### config.mk
export PLATFORM = sky130hd
export DESIGN_NAME = fpb_deadline
export DESIGN_NICKNAME = d
export VERILOG_FILES = /design/src/hdl/fec_playout_buffer_unit_assert.svh /design/src/hdl/fpb_pkg.sv /design/src/hdl/fpb_deadline.sv
export SDC_FILE = /design/constraint.sdc
export NUM_CORES = 1
export LEC_CHECK = 0
export BUFFER_PORTS_ARGS = -buffer_cell sky130_fd_sc_hd__buf_2
export CORE_ASPECT_RATIO = 0.5
export CORE_UTILIZATION = 40
export CTS_CLUSTER_DIAMETER = 30
export CTS_CLUSTER_SIZE = 28
export DETAILED_ROUTE_END_ITERATION = 16
export GPL_ROUTABILITY_DRIVEN = 0
export PLACE_DENSITY = 0.62
export SYNTH_ARGS = -nofsm -noshare
export SYNTH_HDL_FRONTEND = slang
export SYNTH_SLANG_ARGS = --single-unit
### constraint.sdc
create_clock -name clk -period 6.17 [get_ports clk]
set_input_delay 0.617 -clock clk [delete_from_list [all_inputs] [get_ports clk]]
set_output_delay 0.617 -clock clk [all_outputs]
set_load 0.005 [all_outputs]
### src/hdl/fec_playout_buffer_unit_assert.svh
// Assertion macros for the FEC playout buffer.
// Used by the top level only; it needs clk and rst in scope.
`ifndef FEC_PLAYOUT_BUFFER_UNIT_ASSERT_SVH
`define FEC_PLAYOUT_BUFFER_UNIT_ASSERT_SVH

// A condition that must hold at every clock edge out of reset.
`define FPB_ALWAYS(lbl, cond, msg) \
  lbl: assert property (@(posedge clk) disable iff (rst) (cond)) else $error(msg);

// A condition that must hold in the same cycle as its trigger.
`define FPB_IMPLY(lbl, ante, cons, msg) \
  lbl: assert property (@(posedge clk) disable iff (rst) (ante) |-> (cons)) else $error(msg);

`endif

### src/hdl/fpb_pkg.sv
// Shared types and codes for the FEC playout buffer.
// No dependencies; imported by fpb_deadline and the top level.
package fpb_pkg;

  localparam logic [1:0] ST_BEAT = 2'd0;
  localparam logic [1:0] ST_SKIP = 2'd1;
  localparam logic [1:0] ST_WAIT = 2'd2;
  localparam logic [1:0] ST_EXH  = 2'd3;

  localparam logic [7:0] CFG_BASE   = 8'd0;
  localparam logic [7:0] CFG_PERIOD = 8'd1;

  localparam logic [31:0] PERIOD_RESET = 32'd20000;

  typedef struct packed {
    logic        mode;
    logic [31:0] header_word;
    logic [63:0] payload_beat;
    logic        packet_end;
    logic [31:0] now_time;
  } in_item_t;

  typedef struct packed {
    logic [1:0]  status;
    logic [10:0] frame_number;
    logic [4:0]  beat_index;
    logic [63:0] out_beat;
    logic        run_last;
  } out_item_t;

endpackage

### src/hdl/fpb_deadline.sv
// Deadline unit: base + frame * period, saturated to 32 bits.
// One multiplier stage and one add stage; depends on fpb_pkg.
module fpb_deadline
  import fpb_pkg::*;
#(
  parameter int EW = 11
) (
  input  logic          clk,
  input  logic [EW-1:0] frame,
  input  logic [31:0]   base,
  input  logic [19:0]   period,
  output logic [31:0]   deadline
);

  localparam int PW = EW + 20;
  localparam int SW = ((PW > 32) ? PW : 32) + 1;

  logic [PW-1:0] prod;
  logic [SW-1:0] sum;

  assign sum = SW'(base) + SW'(prod);

  always_ff @(posedge clk) begin
    prod <= PW'(frame) * PW'(period);
    if (sum[SW-1:32] != '0) begin
      deadline <= 32'hFFFF_FFFF;
    end else begin
      deadline <= sum[31:0];
    end
  end

endmodule

## Yosys cells after proc, flatten, opt, wreduce, memory -nomap -nowiden

Cells that the tools add are included.

| storage, ports and cells | value |
|---|---|
| logic and storage cells | 4 |
| register bits after elaboration | 63 |
| output and inout bits | 32 |
| input port bits | 64 |

| cells by class | value |
|---|---|
| multipliers | 1 |
| add/sub/neg operators | 1 |

Operators by type and width:

| kind | count |
|---|---|
| $add 32x31->33 | 1 |
| $mul 11x20->31 | 1 |

## Depth between registers and ports, before layout

| logic depth | value |
|---|---|
| depth after elaboration | 1 |
| depth in mapped cells | 22 |
| mapped depth without buffers | 20 |

## Worst setup path after synthesis

OpenSTA, ideal clock, no wires.

| path | value |
|---|---|
| path type | input to register |
| start | in frame[5] |
| end | reg prod[29] |
| setup time | 0.072 ns |
| stages on the path | 19 |
| buffers on the path | 1 |
| data arrival time | 5.346 ns |
| path slack | 0.752 ns |
| cells stage by stage | clkbuf_1 nand2_1 fa_1 inv_1 fa_1 fa_1 fa_1 inv_1 fa_1 inv_1 ha_1 a21o_1 a21o_1 a31o_2 a311o_1 a21oi_1 o21ai_1 a21oi_1 xnor2_1 |

| on the way | value |
|---|---|
| word-level cells in the longest chain between the ends | 1 |

Ends and longest elaborated chain:

| what | RTL line | source |
|---|---|---|
| start, declared | fpb_deadline.sv:9 | `input logic [EW-1:0] frame,` |
| $mul 11x20->31 | fpb_deadline.sv:24 | `prod <= PW'(frame) * PW'(period);` |
| end signal, assigned | fpb_deadline.sv:24 |  |
| end, declared | fpb_deadline.sv:18 | `logic [PW-1:0] prod;` |

No other way between the ends.
A chain may end at the register's enable or synchronous reset.

## Worst setup path after layout

| path | value |
|---|---|
| start | in frame[5] |
| end | reg prod[23] |

The elaborated chain is that of the path after synthesis.

==> flow_summary.ini <==
[outcome]
status = complete, no violations

[routing]
wl_um = 26200
first_iter_violations = 536
drc = 0
via_per_inst = 5.11
wl_per_cell_um = 16.8
drtAntennaViolNets = 0
num_vias = 7979
dr.pass1.iters = 5

[clock_tree]
cts_setup_buffers = 0
cts_resized = 0
clk_latency_ns = 0.33
cts_buffers = 9
cts-root-buf = clkbuf_16
clk_pin_slew_ns = 0.06
cts_max_level = 3
cts_tree = built
cts_sinks = 63
ctsHoldBuffers = 0
ctsLongestPathBuffers = 2

[synth]
yosys-top-cells-area = fa_1 (32%), dfxtp_1 (12%), ha_1 (12%)
avgSynthCellArea_um2 = 8.66
ys_seq_elements = 63
ys.flop_type = dfxtp_1
synth_top_area_share_pct = 31.9
synth_edf_count = 0
syn_nets = 1499
synth_cells = 1173
synth_top_area_cell = fa_1
synth.cell_area_mm2 = 0.0102
yosysWarnings = 0
async_reset_ff_share_pct = 0
ys_seq_area_share_pct = 12.4
yosys.cell_types.count = 61

[sta]
setup_tns_ns = 0
hold_violations = 0
fmax_ghz = 0.176
layout_min_cycle_time_ns = 5.67
drv_slew = 0
final.period_utilization_pct = 91.9
worst_pin_slew_ns = 0.563
clock_skew_ns = 0.00827
finalSetupViolCount = 0
relSlewSlack_pct = 62.4
rsz0062_at_grt = false
whs_ns = 0.536

[worst_hold_path]
hp-class = reg2reg

[cells_and_area]
fillers = 2370
n_antenna_cell = 0
mostFrequentLayoutCells = inv_1 (194), nand2_1 (178), fa_1 (162)
drive_gt1_share_pct = 10.1
synthToLayoutAreaGrowth_pct = 9.88
layout_commonest_cell = inv_1
fin_cells = 1560
nets = 1546

[worst_setup_path]
cp.required_ns = 6.41
worst_setup_path_start_kind = input pin
crit_buf_inv = 4
critPathCaptureType = flip-flop
cpMostUsedCell = fa_1
critical_path.top_delay_family = adder cells
crit_type = in2reg
critPathArrivalTime_ns = 5.91
cp_max_fo = 20
worst_path_largest_cell_delay_ns = 0.56
cp_slowest_cell = fa_1
crit_chain = buf_2, nand2_1, fa_1, inv_1, fa_1, fa_1, fa_1, inv_1, fa_1, inv_1, ha_1, and3_4, o21a_1, o31ai_2, a31oi_4, nand4_1, a32o_1, o41ai_2, xor2_1

[pwr]
p_leak_nw = 5.64
pwr_density_cell_mw_per_mm2 = 600
vdd_ir_drop_max_v = 0.000372

[grt]
grt_max_degree = 32
grt_use_total_pct = 21.0
use_met1_pct = 30.2
antenna_found_initial = 0
gr-usage-met3_pct = 3.21
grt_use_met2_pct = 33.0
grt_pass1_vias = 8116
gr-max-usage-layer = met2
grt-ovfl-total = 0
grt_first_pass_wirelength_um = 42500

[floorplanning]
die_x_um = 227
ios = 96
rows = 40
dieArea_mm2 = 0.0261
core-area_mm2 = 0.0245
die_h_um = 115
start_util_pct = 41.5

[placement]
io_buffers = 95
dp_cells = 1545
dp_hpwl_um = 21500

[flow_run]
drv_cap = 0
==> path summary, 6_finish.rpt <==
kind	startpoint	endpoint	slack, ns	cells past startpoint
hold reg to reg	prod[0]	deadline[0]	0.54	2
hold / removal	prod[0]	deadline[0]	0.54	2
setup reg to reg	prod[0]	deadline[31]	3.07	11
setup / recovery	frame[5]	prod[23]	0.50	19
==> state kept, by name, summed over array words and instances, names as in the netlist <==
register / flops
prod: 31
deadline: 32
==> kinds of logic (layout without fill, tap and decap cells) <==
group / Yosys count / in the layout / share of synthesized area (%)
AOI/OAI and AO/OA: 179 / 179 / 12.3
and+or+nand+nor: 365 / 365 / 17.1
muxes: 2 / 2 / 0.197
adders and majority gates: 262 / 262 / 44.3
buffers and inverters: 254 / 305 / 9.58
xor gates and xnor gates: 48 / 48 / 4.14
DFF: 63 / 63 / 12.4
==> area by class of cell <==
type	instances	area, um^2	share of cell area (%)
inverters	194	728	6.53
clock inverters	5	106	0.953
multi-input cells	856	7920	71.0
well taps	336	420	3.77
flip-flops and latches	63	1260	11.3
clock buffers	10	239	2.14
repair buffers	96	483	4.33
==> cells in the mapped netlist (2+ instances only) <==
cell      instances
nor2_1           37
a311oi_1          2
nor3_1            3
and2_1           99
o21a_1            6
ha_1            100
o21ai_0          23
a31oi_1           5
fa_1            162
o211ai_1          3
nor3b_1           3
o21ai_2           2
o21ai_1           5
a21o_1           26
xor2_1           21
a41oi_1           3
nand3_1          13
dfxtp_1          63
nand4_1           9
o31ai_1           6
and3_1            7
nand2b_1          5
mux2i_1           2
a21oi_1          55
a211o_1           2
xnor2_1          27
nand2_1         178
a221o_1           3
inv_1           194
o41ai_2           2
o21bai_1         10
clkbuf_1         56
nor2b_1           5
buf_6             2
a211oi_1          8
==> worst reg2reg max path: cells and delay by family (launching register included) <==
kind | cells | cell delay [ns]
AO/OA/AOI/OAI | 5 | 1.54
adder cells (fa/ha/maj) | 2 | 0.57
AND/OR/NAND/NOR | 2 | 0.41
flip-flops | 1 | 0.30
multiplexers | 1 | 0.14
buffers and inverters | 1 | 0.06
==> metal layers <==
| layer | vias up | wire, um |
|---|---|---|
| li1 | 3780 | - |
| met1 | 3906 | 12700 |
| met2 | 261 | 11400 |
| met3 | 32 | 1720 |
| met4 | 0 | 381 |
| met5 | - | 0 |
==> per-stage QoR <==
stage | worst slack [ns] | utilization, % | total power, mW | instance area, um^2
2_1_floorplan | 0.752 | - | 4.58 | 10200
3_3_place_gp | 0.357 | 44.2 | 5.94 | 10800
3_5_place_dp | 0.225 | 44.2 | 6.03 | 10800
4_1_cts | 0.540 | 45.6 | 6.65 | 11200
5_1_grt | 0.251 | 45.6 | 7.32 | 11200
6_report | 0.501 | 45.6 | 6.70 | 11200
==> where the power goes <==
part,switching [mW],total [mW],internal [mW]
Clock,0.177,0.580,0.403
Combinational,3.21,5.35,2.15
Sequential,0.0776,0.764,0.686
Power figures use the tool's default switching activity.
